`config.mk`:
```
export PLATFORM = sky130hd
export DESIGN_NAME = h264_sps_header_parser
export DESIGN_NICKNAME = d
export VERILOG_FILES = /design/src/h264_sps_pkg.sv /design/src/h264_sps_ctrl.sv /design/src/h264_sps_dp.sv /design/src/h264_sps_header_parser.sv
export SDC_FILE = /design/constraint.sdc
export NUM_CORES = 1
export LEC_CHECK = 0
export BUFFER_PORTS_ARGS = -buffer_cell sky130_fd_sc_hd__buf_2
export CELL_PAD_IN_SITES_DETAIL_PLACEMENT = 1
export CELL_PAD_IN_SITES_GLOBAL_PLACEMENT = 1
export CORE_UTILIZATION = 47
export DETAILED_ROUTE_END_ITERATION = 8
export PLACE_DENSITY = 0.77
export SLEW_MARGIN = 40
export SYNTH_ARGS = -nofsm -noshare
export SYNTH_HDL_FRONTEND = slang
export SYNTH_HIERARCHICAL = 1
export SYNTH_SLANG_ARGS = --single-unit
export TNS_END_PERCENT = 20
```
`constraint.sdc`:
```
create_clock -name clk -period 6.56 [get_ports clk]
set_input_delay 0.328 -clock clk [delete_from_list [all_inputs] [get_ports clk]]
set_output_delay 0.328 -clock clk [all_outputs]
set_load 0.02 [all_outputs]
```
`src/h264_sps_pkg.sv`:
```
// ----------------------------------------------------------------------------
// h264_sps_pkg
// Shared types and constants of the SPS header parser.
// ----------------------------------------------------------------------------
`default_nettype none

package h264_sps_pkg;

  typedef enum logic [1:0] {
    RES_NONE = 2'd0,
    RES_DONE = 2'd1,
    RES_BAD  = 2'd2,
    RES_LONG = 2'd3
  } res_t;

  localparam logic [1:0] STATUS_OK    = 2'd0;
  localparam logic [1:0] STATUS_TRUNC = 2'd1;
  localparam logic [1:0] STATUS_LONG  = 2'd2;

  localparam int PocCntW  = 9;
  localparam int ZeroCntW = 6;
  localparam int TdataOutW = 104;

  // profiles that carry the high profile extension fields
  localparam logic [7:0] PROF_HIGH     = 8'd100;
  localparam logic [7:0] PROF_HIGH10   = 8'd110;
  localparam logic [7:0] PROF_HIGH422  = 8'd122;
  localparam logic [7:0] PROF_HIGH444  = 8'd244;
  localparam logic [7:0] PROF_CAVLC444 = 8'd44;
  localparam logic [7:0] PROF_SVC_B    = 8'd83;
  localparam logic [7:0] PROF_SVC_H    = 8'd86;
  localparam logic [7:0] PROF_MVC_H    = 8'd118;
  localparam logic [7:0] PROF_STEREO   = 8'd128;
  localparam logic [7:0] PROF_MFC_H    = 8'd134;
  localparam logic [7:0] PROF_MFC_D    = 8'd135;
  localparam logic [7:0] PROF_MVCD     = 8'd138;
  localparam logic [7:0] PROF_MVCD_E   = 8'd139;

  typedef struct packed {
    logic       load_byte;
    logic       step;
    logic       clear_unit;
    logic       fix_group;
    logic       load_out;
    logic [1:0] status;
  } dp_cmd_t;

  typedef struct packed {
    res_t res;
  } dp_stat_t;

endpackage

`default_nettype wire

```
`src/h264_sps_ctrl.sv`:
```
// ----------------------------------------------------------------------------
// h264_sps_ctrl
// Controller: byte handshake, bit sequencing, result hand-off.
// ----------------------------------------------------------------------------
`default_nettype none

module h264_sps_ctrl
  import h264_sps_pkg::*;
(
  input  wire logic     clk,
  input  wire logic     rst_n,
  input  wire logic     in_tvalid,
  output logic          in_tready,
  input  wire logic     in_tlast,
  output logic          out_tvalid,
  input  wire logic     out_tready,
  output dp_cmd_t       cmd,
  input  wire dp_stat_t stat
);

  typedef enum logic [1:0] {
    S_IDLE,
    S_RUN,
    S_FIX,
    S_OUT
  } state_t;

  state_t     state_r, state_nxt;
  logic [2:0] bit_cnt_r, bit_cnt_nxt;
  logic       last_r, last_nxt;
  logic       finished_r, finished_nxt;
  logic       ovalid_r, ovalid_nxt;
  res_t       res_r, res_nxt;
  res_t       res_fin;
  logic       in_acc;
  logic       out_free;

  assign in_tready  = (state_r == S_IDLE);
  assign out_tvalid = ovalid_r;
  assign in_acc     = in_tvalid && in_tready;
  assign out_free   = !ovalid_r || out_tready;

  always_comb begin
    if (stat.res != RES_NONE) begin
      res_fin = stat.res;
    end else if (last_r) begin
      res_fin = RES_BAD;
    end else begin
      res_fin = RES_NONE;
    end
  end

  always_comb begin
    state_nxt    = state_r;
    bit_cnt_nxt  = bit_cnt_r;
    last_nxt     = last_r;
    finished_nxt = finished_r;
    ovalid_nxt   = ovalid_r && !out_tready;
    res_nxt      = res_r;
    cmd          = '0;
    unique case (state_r)
      S_IDLE: begin
        if (in_acc) begin
          if (finished_r) begin
            // swallow trailing bytes of the unit
            if (in_tlast) begin
              cmd.clear_unit = 1'b1;
              finished_nxt   = 1'b0;
            end
          end else begin
            cmd.load_byte = 1'b1;
            last_nxt      = in_tlast;
            bit_cnt_nxt   = '0;
            state_nxt     = S_RUN;
          end
        end
      end
      S_RUN: begin
        cmd.step    = 1'b1;
        bit_cnt_nxt = bit_cnt_r + 3'd1;
        if (stat.res != RES_NONE || bit_cnt_r == 3'd7) begin
          res_nxt   = res_fin;
          state_nxt = (res_fin == RES_NONE) ? S_IDLE : S_FIX;
        end
      end
      S_FIX: begin
        cmd.fix_group = (res_r == RES_BAD);
        state_nxt     = S_OUT;
      end
      S_OUT: begin
        if (out_free) begin
          cmd.load_out = 1'b1;
          ovalid_nxt   = 1'b1;
          if (last_r) begin
            cmd.clear_unit = 1'b1;
          end else begin
            finished_nxt = 1'b1;
          end
          state_nxt = S_IDLE;
        end
      end
      default: state_nxt = S_IDLE;
    endcase
    unique case (res_r)
      RES_DONE: cmd.status = STATUS_OK;
      RES_LONG: cmd.status = STATUS_LONG;
      default:  cmd.status = STATUS_TRUNC;
    endcase
  end

  always_ff @(posedge clk) begin
    if (!rst_n) begin
      state_r    <= S_IDLE;
      bit_cnt_r  <= '0;
      last_r     <= 1'b0;
      finished_r <= 1'b0;
      ovalid_r   <= 1'b0;
      res_r      <= RES_NONE;
    end else begin
      state_r    <= state_nxt;
      bit_cnt_r  <= bit_cnt_nxt;
      last_r     <= last_nxt;
      finished_r <= finished_nxt;
      ovalid_r   <= ovalid_nxt;
      res_r      <= res_nxt;
    end
  end

endmodule

`default_nettype wire

```
`src/h264_sps_dp.sv`:
```
// ----------------------------------------------------------------------------
// h264_sps_dp
// Datapath: bit shifter, Exp-Golomb decoder, parse phase, fields, output reg.
// ----------------------------------------------------------------------------
`default_nettype none

module h264_sps_dp
  import h264_sps_pkg::*;
#(
  parameter int MAX_POC_CYCLE    = 256,
  parameter int MAX_GOLOMB_ZEROS = 31
) (
  input  wire logic       clk,
  input  wire logic       rst_n,
  input  wire logic [7:0] byte_in,
  input  wire dp_cmd_t    cmd,
  output dp_stat_t        stat,
  output logic [TdataOutW-1:0] out_data
);

  typedef enum logic [4:0] {
    PH_NALHDR, PH_PROFILE, PH_CONSTR, PH_LEVEL, PH_SPSID, PH_CHROMA, PH_SEPCOL,
    PH_BDLUMA, PH_BDCHROMA, PH_QPBYPASS, PH_SMFLAG, PH_SLFLAG, PH_SLDELTA,
    PH_LOG2FN, PH_POCTYPE, PH_POCLSB, PH_DELTAZERO, PH_OFFNONREF, PH_OFFTB,
    PH_NCYCLE, PH_OFFREF, PH_MAXREF, PH_GAPS, PH_WIDTH, PH_HEIGHT, PH_FRAMEMBS
  } phase_t;

  localparam logic [ZeroCntW-1:0] MaxZeros = ZeroCntW'(MAX_GOLOMB_ZEROS);
  localparam logic [32:0]         MaxCycle = 33'(MAX_POC_CYCLE);

  logic [7:0]          shift_r, shift_nxt;
  phase_t              phase_r, phase_nxt;
  logic [ZeroCntW-1:0] zc_r, zc_nxt;
  logic [32:0]         gv_r, gv_nxt;
  logic                suf_r, suf_nxt;
  logic [3:0]          sl_idx_r, sl_idx_nxt;
  logic [6:0]          sl_ent_r, sl_ent_nxt;
  logic [7:0]          last_scale_r, last_scale_nxt;
  logic [PocCntW-1:0]  poc_cnt_r, poc_cnt_nxt;

  logic [7:0]  profile_r, profile_nxt, sps_id_r, sps_id_nxt;
  logic [7:0]  chroma_r, chroma_nxt, bdl_r, bdl_nxt, maxref_r, maxref_nxt;
  logic        chroma3_r, chroma3_nxt, fmo_r, fmo_nxt;
  logic [8:0]  log2fn_r, log2fn_nxt, poctype_r, poctype_nxt, poclsb_r, poclsb_nxt;
  logic [15:0] width_r, width_nxt, height_r, height_nxt;

  logic [TdataOutW-1:0] out_r;

  // golomb bit step
  logic        bit_in;
  logic        g_done, g_bad;
  logic [32:0] g_val, g_shift;
  logic [ZeroCntW-1:0] g_zc_dec;
  logic [8:0]  v_p1;
  logic [7:0]  delta, nscale;
  logic [6:0]  ent_inc, sl_size;
  logic [3:0]  idx_inc, lists;
  res_t        res;

  function automatic logic [7:0] sat8(input logic [32:0] v);
    sat8 = (v > 33'd255) ? 8'hFF : v[7:0];
  endfunction

  function automatic logic [15:0] sat16(input logic [32:0] v);
    sat16 = (v > 33'd65535) ? 16'hFFFF : v[15:0];
  endfunction

  function automatic logic is_high(input logic [7:0] p);
    case (p)
      PROF_HIGH, PROF_HIGH10, PROF_HIGH422, PROF_HIGH444, PROF_CAVLC444,
      PROF_SVC_B, PROF_SVC_H, PROF_MVC_H, PROF_STEREO, PROF_MFC_H, PROF_MFC_D,
      PROF_MVCD, PROF_MVCD_E: is_high = 1'b1;
      default: is_high = 1'b0;
    endcase
  endfunction

  assign bit_in   = shift_r[7];
  assign g_shift  = {gv_r[31:0], bit_in};
  assign g_zc_dec = zc_r - ZeroCntW'(1);
  assign stat.res = res;
  assign out_data = out_r;

  always_comb begin
    g_done = 1'b0;
    g_bad  = 1'b0;
    g_val  = '0;
    if (!suf_r) begin
      if (!bit_in) begin
        g_bad = (zc_r + ZeroCntW'(1)) > MaxZeros;
      end else if (zc_r == '0) begin
        g_done = 1'b1;
      end
    end else if (g_zc_dec == '0) begin
      g_done = 1'b1;
      g_val  = g_shift - 33'd1;
    end
  end

  always_comb begin
    v_p1    = g_val[8:0] + 9'd1;
    delta   = g_val[0] ? v_p1[8:1] : 8'(8'd0 - g_val[8:1]);
    nscale  = last_scale_r + delta;
    ent_inc = sl_ent_r + 7'd1;
    sl_size = (sl_idx_r < 4'd6) ? 7'd16 : 7'd64;
    idx_inc = sl_idx_r + 4'd1;
    lists   = chroma3_r ? 4'd12 : 4'd8;
  end

  always_comb begin
    shift_nxt      = shift_r;
    phase_nxt      = phase_r;
    zc_nxt         = zc_r;
    gv_nxt         = gv_r;
    suf_nxt        = suf_r;
    sl_idx_nxt     = sl_idx_r;
    sl_ent_nxt     = sl_ent_r;
    last_scale_nxt = last_scale_r;
    poc_cnt_nxt    = poc_cnt_r;
    profile_nxt    = profile_r;
    sps_id_nxt     = sps_id_r;
    chroma_nxt     = chroma_r;
    chroma3_nxt    = chroma3_r;
    bdl_nxt        = bdl_r;
    log2fn_nxt     = log2fn_r;
    poctype_nxt    = poctype_r;
    poclsb_nxt     = poclsb_r;
    maxref_nxt     = maxref_r;
    width_nxt      = width_r;
    height_nxt     = height_r;
    fmo_nxt        = fmo_r;
    res            = RES_NONE;

    if (cmd.load_byte) begin
      shift_nxt = byte_in;
    end

    if (cmd.step) begin
      shift_nxt = {shift_r[6:0], 1'b0};
      unique case (phase_r)
        PH_NALHDR, PH_PROFILE, PH_CONSTR, PH_LEVEL: begin
          gv_nxt = {25'd0, gv_r[6:0], bit_in};
          zc_nxt = zc_r + ZeroCntW'(1);
          if (zc_r == ZeroCntW'(7)) begin
            if (phase_r == PH_PROFILE) begin
              profile_nxt = {gv_r[6:0], bit_in};
            end
            gv_nxt    = '0;
            zc_nxt    = '0;
            phase_nxt = phase_t'(phase_r + 5'd1);
          end
        end
        PH_SEPCOL:    phase_nxt = PH_BDLUMA;
        PH_QPBYPASS:  phase_nxt = PH_SMFLAG;
        PH_DELTAZERO: phase_nxt = PH_OFFNONREF;
        PH_GAPS:      phase_nxt = PH_WIDTH;
        PH_SMFLAG: begin
          sl_idx_nxt = '0;
          phase_nxt  = bit_in ? PH_SLFLAG : PH_LOG2FN;
        end
        PH_SLFLAG: begin
          if (bit_in) begin
            sl_ent_nxt     = '0;
            last_scale_nxt = 8'd8;
            phase_nxt      = PH_SLDELTA;
          end else begin
            sl_idx_nxt = idx_inc;
            phase_nxt  = (idx_inc >= lists) ? PH_LOG2FN : PH_SLFLAG;
          end
        end
        PH_FRAMEMBS: begin
          fmo_nxt = bit_in;
          res     = RES_DONE;
        end
        default: begin
          // exp-golomb coded field
          if (!suf_r) begin
            if (!bit_in) begin
              zc_nxt = zc_r + ZeroCntW'(1);
            end else if (zc_r != '0) begin
              suf_nxt = 1'b1;
              gv_nxt  = 33'd1;
            end
          end else begin
            gv_nxt = g_shift;
            zc_nxt = g_zc_dec;
          end
          if (g_bad) begin
            res = RES_BAD;
          end else if (g_done) begin
            gv_nxt  = '0;
            zc_nxt  = '0;
            suf_nxt = 1'b0;
            case (phase_r)
              PH_SPSID: begin
                sps_id_nxt = sat8(g_val);
                phase_nxt  = is_high(profile_r) ? PH_CHROMA : PH_LOG2FN;
              end
              PH_CHROMA: begin
                chroma_nxt  = sat8(g_val);
                chroma3_nxt = (g_val == 33'd3);
                phase_nxt   = (g_val == 33'd3) ? PH_SEPCOL : PH_BDLUMA;
              end
              PH_BDLUMA: begin
                bdl_nxt   = (g_val >= 33'd247) ? 8'hFF : 8'(g_val[7:0] + 8'd8);
                phase_nxt = PH_BDCHROMA;
              end
              PH_BDCHROMA: phase_nxt = PH_QPBYPASS;
              PH_SLDELTA: begin
                if (nscale != 8'd0) begin
                  last_scale_nxt = nscale;
                end
                sl_ent_nxt = ent_inc;
                if (nscale == 8'd0 || ent_inc >= sl_size) begin
                  sl_idx_nxt = idx_inc;
                  phase_nxt  = (idx_inc >= lists) ? PH_LOG2FN : PH_SLFLAG;
                end
              end
              PH_LOG2FN: begin
                log2fn_nxt = {1'b0, sat8(g_val)};
                phase_nxt  = PH_POCTYPE;
              end
              PH_POCTYPE: begin
                poctype_nxt = {1'b0, sat8(g_val)};
                if (g_val == 33'd0) begin
                  phase_nxt = PH_POCLSB;
                end else if (g_val == 33'd1) begin
                  phase_nxt = PH_DELTAZERO;
                end else begin
                  phase_nxt = PH_MAXREF;
                end
              end
              PH_POCLSB: begin
                poclsb_nxt = {1'b0, sat8(g_val)};
                phase_nxt  = PH_MAXREF;
              end
              PH_OFFNONREF: phase_nxt = PH_OFFTB;
              PH_OFFTB:     phase_nxt = PH_NCYCLE;
              PH_NCYCLE: begin
                if (g_val > MaxCycle) begin
                  res = RES_LONG;
                end else begin
                  poc_cnt_nxt = g_val[PocCntW-1:0];
                  phase_nxt   = (g_val == 33'd0) ? PH_MAXREF : PH_OFFREF;
                end
              end
              PH_OFFREF: begin
                if (poc_cnt_r <= PocCntW'(1)) begin
                  poc_cnt_nxt = '0;
                  phase_nxt   = PH_MAXREF;
                end else begin
                  poc_cnt_nxt = poc_cnt_r - PocCntW'(1);
                end
              end
              PH_MAXREF: begin
                maxref_nxt = sat8(g_val);
                phase_nxt  = PH_GAPS;
              end
              PH_WIDTH: begin
                width_nxt = sat16(g_val);
                phase_nxt = PH_HEIGHT;
              end
              PH_HEIGHT: begin
                height_nxt = sat16(g_val);
                phase_nxt  = PH_FRAMEMBS;
              end
              default: phase_nxt = PH_NALHDR;
            endcase
          end
        end
      endcase
    end

    // truncated group falls back to its unknown defaults
    if (cmd.fix_group) begin
      if (phase_r <= PH_SPSID) begin
        profile_nxt = '0;
        sps_id_nxt  = '0;
      end else if (phase_r <= PH_SLDELTA) begin
        chroma_nxt  = 8'd1;
        bdl_nxt     = 8'd8;
        chroma3_nxt = 1'b0;
      end else if (phase_r == PH_LOG2FN) begin
        log2fn_nxt = '1;
      end else if (phase_r <= PH_OFFREF) begin
        poctype_nxt = '1;
        poclsb_nxt  = '1;
      end else if (phase_r <= PH_HEIGHT) begin
        maxref_nxt = '0;
        width_nxt  = '0;
        height_nxt = '0;
      end else begin
        fmo_nxt = 1'b1;
      end
    end

    if (cmd.clear_unit) begin
      phase_nxt      = PH_NALHDR;
      zc_nxt         = '0;
      gv_nxt         = '0;
      suf_nxt        = 1'b0;
      sl_idx_nxt     = '0;
      sl_ent_nxt     = '0;
      last_scale_nxt = 8'd8;
      poc_cnt_nxt    = '0;
      profile_nxt    = '0;
      sps_id_nxt     = '0;
      chroma_nxt     = 8'd1;
      chroma3_nxt    = 1'b0;
      bdl_nxt        = 8'd8;
      log2fn_nxt     = '1;
      poctype_nxt    = '1;
      poclsb_nxt     = '1;
      maxref_nxt     = '0;
      width_nxt      = '0;
      height_nxt     = '0;
      fmo_nxt        = 1'b1;
    end
  end

  always_ff @(posedge clk) begin
    if (!rst_n) begin
      phase_r      <= PH_NALHDR;
      zc_r         <= '0;
      gv_r         <= '0;
      suf_r        <= 1'b0;
      sl_idx_r     <= '0;
      sl_ent_r     <= '0;
      last_scale_r <= 8'd8;
      poc_cnt_r    <= '0;
      profile_r    <= '0;
      sps_id_r     <= '0;
      chroma_r     <= 8'd1;
      chroma3_r    <= 1'b0;
      bdl_r        <= 8'd8;
      log2fn_r     <= '1;
      poctype_r    <= '1;
      poclsb_r     <= '1;
      maxref_r     <= '0;
      width_r      <= '0;
      height_r     <= '0;
      fmo_r        <= 1'b1;
    end else begin
      phase_r      <= phase_nxt;
      zc_r         <= zc_nxt;
      gv_r         <= gv_nxt;
      suf_r        <= suf_nxt;
      sl_idx_r     <= sl_idx_nxt;
      sl_ent_r     <= sl_ent_nxt;
      last_scale_r <= last_scale_nxt;
      poc_cnt_r    <= poc_cnt_nxt;
      profile_r    <= profile_nxt;
      sps_id_r     <= sps_id_nxt;
      chroma_r     <= chroma_nxt;
      chroma3_r    <= chroma3_nxt;
      bdl_r        <= bdl_nxt;
      log2fn_r     <= log2fn_nxt;
      poctype_r    <= poctype_nxt;
      poclsb_r     <= poclsb_nxt;
      maxref_r     <= maxref_nxt;
      width_r      <= width_nxt;
      height_r     <= height_nxt;
      fmo_r        <= fmo_nxt;
    end
  end

  // payload registers, no reset
  always_ff @(posedge clk) begin
    shift_r <= shift_nxt;
    if (cmd.load_out) begin
      out_r <= {2'b00, fmo_r, height_r, width_r, maxref_r, poclsb_r, poctype_r,
                log2fn_r, bdl_r, chroma_r, sps_id_r, profile_r, cmd.status};
    end
  end

endmodule

`default_nettype wire

```
`src/h264_sps_header_parser.sv`:
```
// ----------------------------------------------------------------------------
// h264_sps_header_parser
// Top level: H.264 sequence parameter set header parser.
// ----------------------------------------------------------------------------
// Feed the bytes of one SPS NAL unit (emulation-prevention bytes removed,
// header byte first, tlast on the final byte). The parser walks the bits MSB
// first, one bit per clock while it steps a byte: a byte is accepted in S_IDLE
// and stepped in S_RUN, ending early if the parse ends in it, and the next byte
// waits till then. The single result item passes S_FIX and S_OUT, held in S_OUT
// while the previous result item still waits in the output register, and then
// sits there while parsing goes on. One result item per unit; bytes after the
// parse end, up to tlast, are swallowed. Bit-serial Exp-Golomb sets the rate.
`default_nettype none

module h264_sps_header_parser
  import h264_sps_pkg::*;
#(
  parameter int MAX_POC_CYCLE    = 256,
  parameter int MAX_GOLOMB_ZEROS = 31
) (
  input  wire logic        clk,
  input  wire logic        rst_n,
  input  wire logic        in_tvalid,
  output logic             in_tready,
  input  wire logic [7:0]  in_tdata,   // nal_byte
  input  wire logic        in_tlast,   // last_byte
  output logic             out_tvalid,
  input  wire logic        out_tready,
  // status[1:0], profile[9:2], sps_id[17:10], chroma_format[25:18],
  // bit_depth_luma[33:26], log2_max_frame_num_minus4[42:34], poc_type[51:43],
  // log2_max_poc_lsb_minus4[60:52], max_num_ref_frames[68:61],
  // pic_width_mbs_minus1[84:69], pic_height_units_minus1[100:85],
  // frame_mbs_only[101], zero fill above
  output logic [TdataOutW-1:0] out_tdata
);

  dp_cmd_t  cmd;
  dp_stat_t stat;

  h264_sps_ctrl u_ctrl (
    .clk        (clk),
    .rst_n      (rst_n),
    .in_tvalid  (in_tvalid),
    .in_tready  (in_tready),
    .in_tlast   (in_tlast),
    .out_tvalid (out_tvalid),
    .out_tready (out_tready),
    .cmd        (cmd),
    .stat       (stat)
  );

  h264_sps_dp #(
    .MAX_POC_CYCLE    (MAX_POC_CYCLE),
    .MAX_GOLOMB_ZEROS (MAX_GOLOMB_ZEROS)
  ) u_dp (
    .clk      (clk),
    .rst_n    (rst_n),
    .byte_in  (in_tdata),
    .cmd      (cmd),
    .stat     (stat),
    .out_data (out_tdata)
  );

endmodule

`default_nettype wire

```
==> impl_metrics.prom <==
# TYPE chip_impl_metric gauge
chip_impl_metric{name="timing.final.hold_violations",unit=""} 0
chip_impl_metric{name="cts_max_level",unit=""} 1
chip_impl_metric{name="avgRoutedWirePerCell",unit="microns"} 20.53
chip_impl_metric{name="synthesis.area_per_instance",unit="sq um"} 9.629
chip_impl_metric{name="vias_in_the_first_global_route",unit=""} 11420
chip_impl_metric{name="synth-edff-count",unit=""} 109
chip_impl_metric{name="timing.final.crit_share",unit="%"} 89.25
chip_impl_info{name="dr.max_layer_used",value="met4"} 1
chip_impl_metric{name="number_of_setup_violations_in_the_final_report",unit=""} 0
chip_impl_info{name="setup.worst_path.class",value="register to register"} 1
chip_impl_metric{name="met1_length",unit="microns"} 17990
chip_impl_metric{name="register_to_register_setup_slack",unit="ns"} 0.71
chip_impl_metric{name="port-buffer-count",unit=""} 116
chip_impl_info{name="cts_tree",value="done"} 1
chip_impl_metric{name="worst_skew_pair_later_pin_latency",unit="ns"} 0.56
chip_impl_metric{name="timing_worst_slew_pin_value",unit="ns"} 0.8552
chip_impl_metric{name="shortest_clock_period_the_worst_path_allows_after_layout",unit="ns"} 5.855
chip_impl_metric{name="start_util",unit="%"} 47.80
chip_impl_metric{name="routed_wl",unit="microns"} 39410
chip_impl_metric{name="yosys_reg_bits",unit=""} 293
chip_impl_info{name="critPathLaunchType",value="register"} 1
chip_impl_info{name="path_cells",value="inv_1 -> ha_1 -> nor4bb_1 -> and4_1 -> nand2b_1 -> inv_1 -> ha_1 -> a31oi_1 -> or3_1 -> a21oi_1 -> ha_1 -> a211oi_1 -> nor2_1 -> or4_1 -> a2111oi_2 -> o21ai_1 -> a211oi_2 -> o21ai_0 -> a21oi_1"} 1
chip_impl_metric{name="synth.yosys.warnings",unit=""} 6
chip_impl_metric{name="synthCells",unit=""} 1425
chip_impl_metric{name="p_leak",unit="nW"} 5.430
chip_impl_metric{name="antenna_found_initial",unit=""} 0
chip_impl_metric{name="num-fill-cells",unit=""} 3306
chip_impl_metric{name="globalRouteTotalUtil",unit="%"} 26.10
chip_impl_metric{name="crit_fanout",unit=""} 11
chip_impl_metric{name="vias_per_cell",unit=""} 5.977
chip_impl_metric{name="final_tns_setup",unit="ns"} 0
chip_impl_metric{name="ant_nets",unit=""} 0
chip_impl_info{name="synth-main-ff-cell",value="sky130_fd_sc_hd__dfxtp_1"} 1
chip_impl_metric{name="route.met3.wl",unit="microns"} 1852
chip_impl_metric{name="critical_path_arrival",unit="ns"} 6.34
chip_impl_info{name="timing.critical_path.mode_cell",value="sky130_fd_sc_hd__ha_1"} 1
chip_impl_metric{name="antenna-diode-count",unit=""} 0
chip_impl_metric{name="cts.hold.buffers_added",unit=""} 1
chip_impl_metric{name="boundaryPins",unit=""} 119
chip_impl_metric{name="cts-resized-gates",unit=""} 0
chip_impl_metric{name="clock-skew-final",unit="ns"} 0.01240
chip_impl_metric{name="fin_nets",unit=""} 1563
chip_impl_metric{name="gp_congestion",unit=""} 0.9010
chip_impl_metric{name="stdcell_area",unit="sq um"} 15710
chip_impl_metric{name="cts_inserted_buffers",unit=""} 31
chip_impl_metric{name="globalRoute.totalOverflow",unit=""} 0
chip_impl_metric{name="sequentialPowerShare",unit="%"} 43.3
chip_impl_metric{name="clkTransAtPathRegs",unit="ns"} 0.06
chip_impl_metric{name="async_reset_ff_share",unit="%"} 0
chip_impl_metric{name="postCtsSetupBuffers",unit=""} 0
chip_impl_metric{name="die_width",unit="microns"} 172.9
chip_impl_metric{name="worst_slew_margin_rel",unit="%"} 42.84
chip_impl_info{name="cp_slowest_cell",value="sky130_fd_sc_hd__a2111oi_2"} 1
chip_impl_metric{name="detailroute.via_count",unit=""} 11470
chip_impl_metric{name="sw_frac_of_total",unit="%"} 29.01
chip_impl_metric{name="flow.area_growth_from_synthesis",unit="%"} 14.49
chip_impl_metric{name="drive_gt1_share",unit="%"} 15.44
chip_impl_metric{name="dr.pass1.iters",unit=""} 5
chip_impl_metric{name="die_footprint",unit="sq um"} 29880
chip_impl_metric{name="max_freq",unit="GHz"} 0.1708
chip_impl_metric{name="critical-path-max-stage-delay",unit="ns"} 0.59
chip_impl_metric{name="placement_rows",unit=""} 62
chip_impl_metric{name="synth_area",unit="sq um"} 13720
chip_impl_metric{name="postPlaceCellArea",unit="sq um"} 14640
chip_impl_metric{name="cap_violations",unit=""} 0
chip_impl_metric{name="crit_required",unit="ns"} 7.04
chip_impl_metric{name="final_max_slew_viol_count",unit=""} 0
chip_impl_metric{name="synthDistinctLibCells",unit=""} 83
chip_impl_metric{name="grt_pass1_wl",unit="microns"} 63360
chip_impl_metric{name="power.switching",unit="W"} 0.001310
chip_impl_info{name="timing.critical_path.to_type",value="register"} 1
chip_impl_metric{name="cellInternalPower",unit="W"} 0.003206
chip_impl_metric{name="detailedRoute.firstIterationViolations",unit=""} 810
chip_impl_metric{name="synth-seq-area-share",unit="%"} 50.70
chip_impl_metric{name="power.density_cell_area",unit="nW/um^2"} 287.5
chip_impl_metric{name="vdd.ir_drop.worst",unit="V"} 0.0002003
chip_impl_metric{name="power_frac_comb",unit="%"} 17.1
chip_impl_info{name="cts_root_buffer",value="sky130_fd_sc_hd__clkbuf_16"} 1
chip_impl_metric{name="drc_violation_count_after_routing",unit=""} 0
chip_impl_metric{name="grt_max_degree",unit=""} 70
chip_impl_metric{name="detailedPlacementHpwl",unit="microns"} 27660
chip_impl_metric{name="bufs_on_longest_clock_path",unit=""} 3
chip_impl_metric{name="coreArea",unit="sq um"} 28700
chip_impl_info{name="hp-class",value="input port to register"} 1
chip_impl_info{name="setup_repair_after_global_routing_missed_its_margin",value="no"} 1
chip_impl_metric{name="clockPowerShare",unit="%"} 39.6
chip_impl_metric{name="die_y",unit="microns"} 172.9
chip_impl_metric{name="met2_length",unit="microns"} 18750
chip_impl_metric{name="tritoncts_num_sinks",unit=""} 293
chip_impl_info{name="run_status",value="complete, no violations"} 1
[final cells by class]
cell class / instances / area (sq um) / share of cell area [%]
repair buffers: 137 / 740.7 / 4.715
clock buffers: 34 / 797.0 / 5.074
multi-input cells: 1012 / 6356 / 40.46
flip-flops and latches: 293 / 6957 / 44.29
inverters: 35 / 131.4 / 0.8363
clock inverters: 24 / 246.5 / 1.569
well taps: 384 / 480.5 / 3.059
[worst max-delay path, delay by kind of cell, from the launching register on]
family	cells	cell delay [ns]
fa+ha+maj	3	0.78
simple gates	6	2.02
compound gates	8	2.22
flops	1	0.37
buf+inv	2	0.38
[per-stage QoR]
| stage | std cells | total power, W | worst slack, ns | hold WS (ns) | util (%) |
|---|---|---|---|---|---|
| after floorplan | 1426 | 0.002529 | 1.434 | 0.4030 | - |
| final | 1919 | 0.004516 | 0.7052 | 0.05335 | 54.73 |
| after global routing | 1919 | 0.004704 | 0.1871 | 0.05025 | 54.73 |
| after CTS | 1919 | 0.004544 | 0.4939 | 0.03555 | 54.69 |
| after detailed placement | 1860 | 0.002754 | 0.5456 | 0.4178 | 51.02 |
| after global placement | 1860 | 0.002738 | 0.7326 | 0.4134 | 50.88 |
[flip-flops by register name, summed over array words and instances (netlist names), 4 cells and up, named ones only]
signal and cells:
u_dp/zc_r 6, u_dp/phase_r 5, u_dp/chroma_r 8, u_dp/maxref_r 8, u_dp/bdl_r 8, u_dp/poctype_r 9
u_dp/log2fn_r 9, u_dp/sl_idx_r 4, u_dp/poc_cnt_r 9, u_dp/profile_r 8, u_dp/sps_id_r 8, u_dp/poclsb_r 9
u_dp/out_data 102, u_dp/height_r 16, u_dp/last_scale_r 8, u_dp/sl_ent_r 7, u_dp/width_r 16, u_dp/shift_r 8
u_dp/gv_r 32
[cells in the mapped netlist (all sizes together), types with 32 or more instances]
| cell type | count | area, sq um |
|---|---|---|
| nor3 | 39 | 200.2 |
| a211oi | 64 | 490.5 |
| nand3 | 32 | 160.2 |
| a22oi | 41 | 307.8 |
| ha | 39 | 488.0 |
| edfxtp | 109 | 3273 |
| inv | 32 | 120.1 |
| o211ai | 32 | 240.2 |
| nand2 | 107 | 401.6 |
| dfxtp | 184 | 3684 |
| clkbuf | 70 | 262.8 |
| a21oi | 70 | 354.1 |
| nor2 | 200 | 750.7 |
| o21ai | 61 | 309.0 |
[logic make-up after synthesis]
kind of cell,Yosys count,synth area share (%)
other,1,0.02733
buffers and inverters,121,3.493
flip-flops,293,50.70
adder cells (fa/ha/maj),40,3.702
multiplexers,20,1.477
AND/OR/NAND/NOR,520,18.03
XOR/XNOR,40,2.654
AO/OA/AOI/OAI,390,19.92
[worst paths after layout]
path | startpoint | to | cells after the start
setup / recovery | u_dp/zc_r[1] | u_dp/phase_r[4] | 19
hold reg to reg | u_dp/height_r[12] | u_dp/out_data[97] | 0
setup reg to reg | u_dp/zc_r[1] | u_dp/phase_r[4] | 19
hold / removal | in_tlast | u_ctrl/last_r | 3
[power groups by stage]
| stage | clock, W | combinational, W | sequential [W] |
|---|---|---|---|
| after detailed placement | 0 | 0.000761 | 0.00199 |
| after global routing | 0.00190 | 0.000850 | 0.00196 |
| after global placement | 0 | 0.000748 | 0.00199 |
| final | 0.00179 | 0.000774 | 0.00195 |
| after floorplan | 0 | 0.000548 | 0.00198 |
| after CTS | 0.00183 | 0.000765 | 0.00195 |
[metal layers]
metal  global-route usage [%]  vias up
met5                        0        -
met4                    6.858        0
met3                    3.958       52
met2                    43.63      308
met1                    35.31     5664
li1                         -     5446
[cell usage in the layout (no fill, tap or decap), types with 19 or more instances in the layout]
master                      count
sky130_fd_sc_hd__o21ai_0       52
sky130_fd_sc_hd__buf_4         20
sky130_fd_sc_hd__ha_1          39
sky130_fd_sc_hd__nand3_1       32
sky130_fd_sc_hd__buf_2        116
sky130_fd_sc_hd__a22oi_1       41
sky130_fd_sc_hd__nor2b_1       21
sky130_fd_sc_hd__nand2_1      106
sky130_fd_sc_hd__clkbuf_16     31
sky130_fd_sc_hd__a21oi_1       69
sky130_fd_sc_hd__xnor2_1       21
sky130_fd_sc_hd__dfxtp_1      184
sky130_fd_sc_hd__nor3_1        36
sky130_fd_sc_hd__nand2b_1      19
sky130_fd_sc_hd__edfxtp_1     109
sky130_fd_sc_hd__inv_1         32
sky130_fd_sc_hd__nor2_1       195
sky130_fd_sc_hd__o211ai_1      32
sky130_fd_sc_hd__a211oi_1      62
Power figures use the tool's default switching activity.
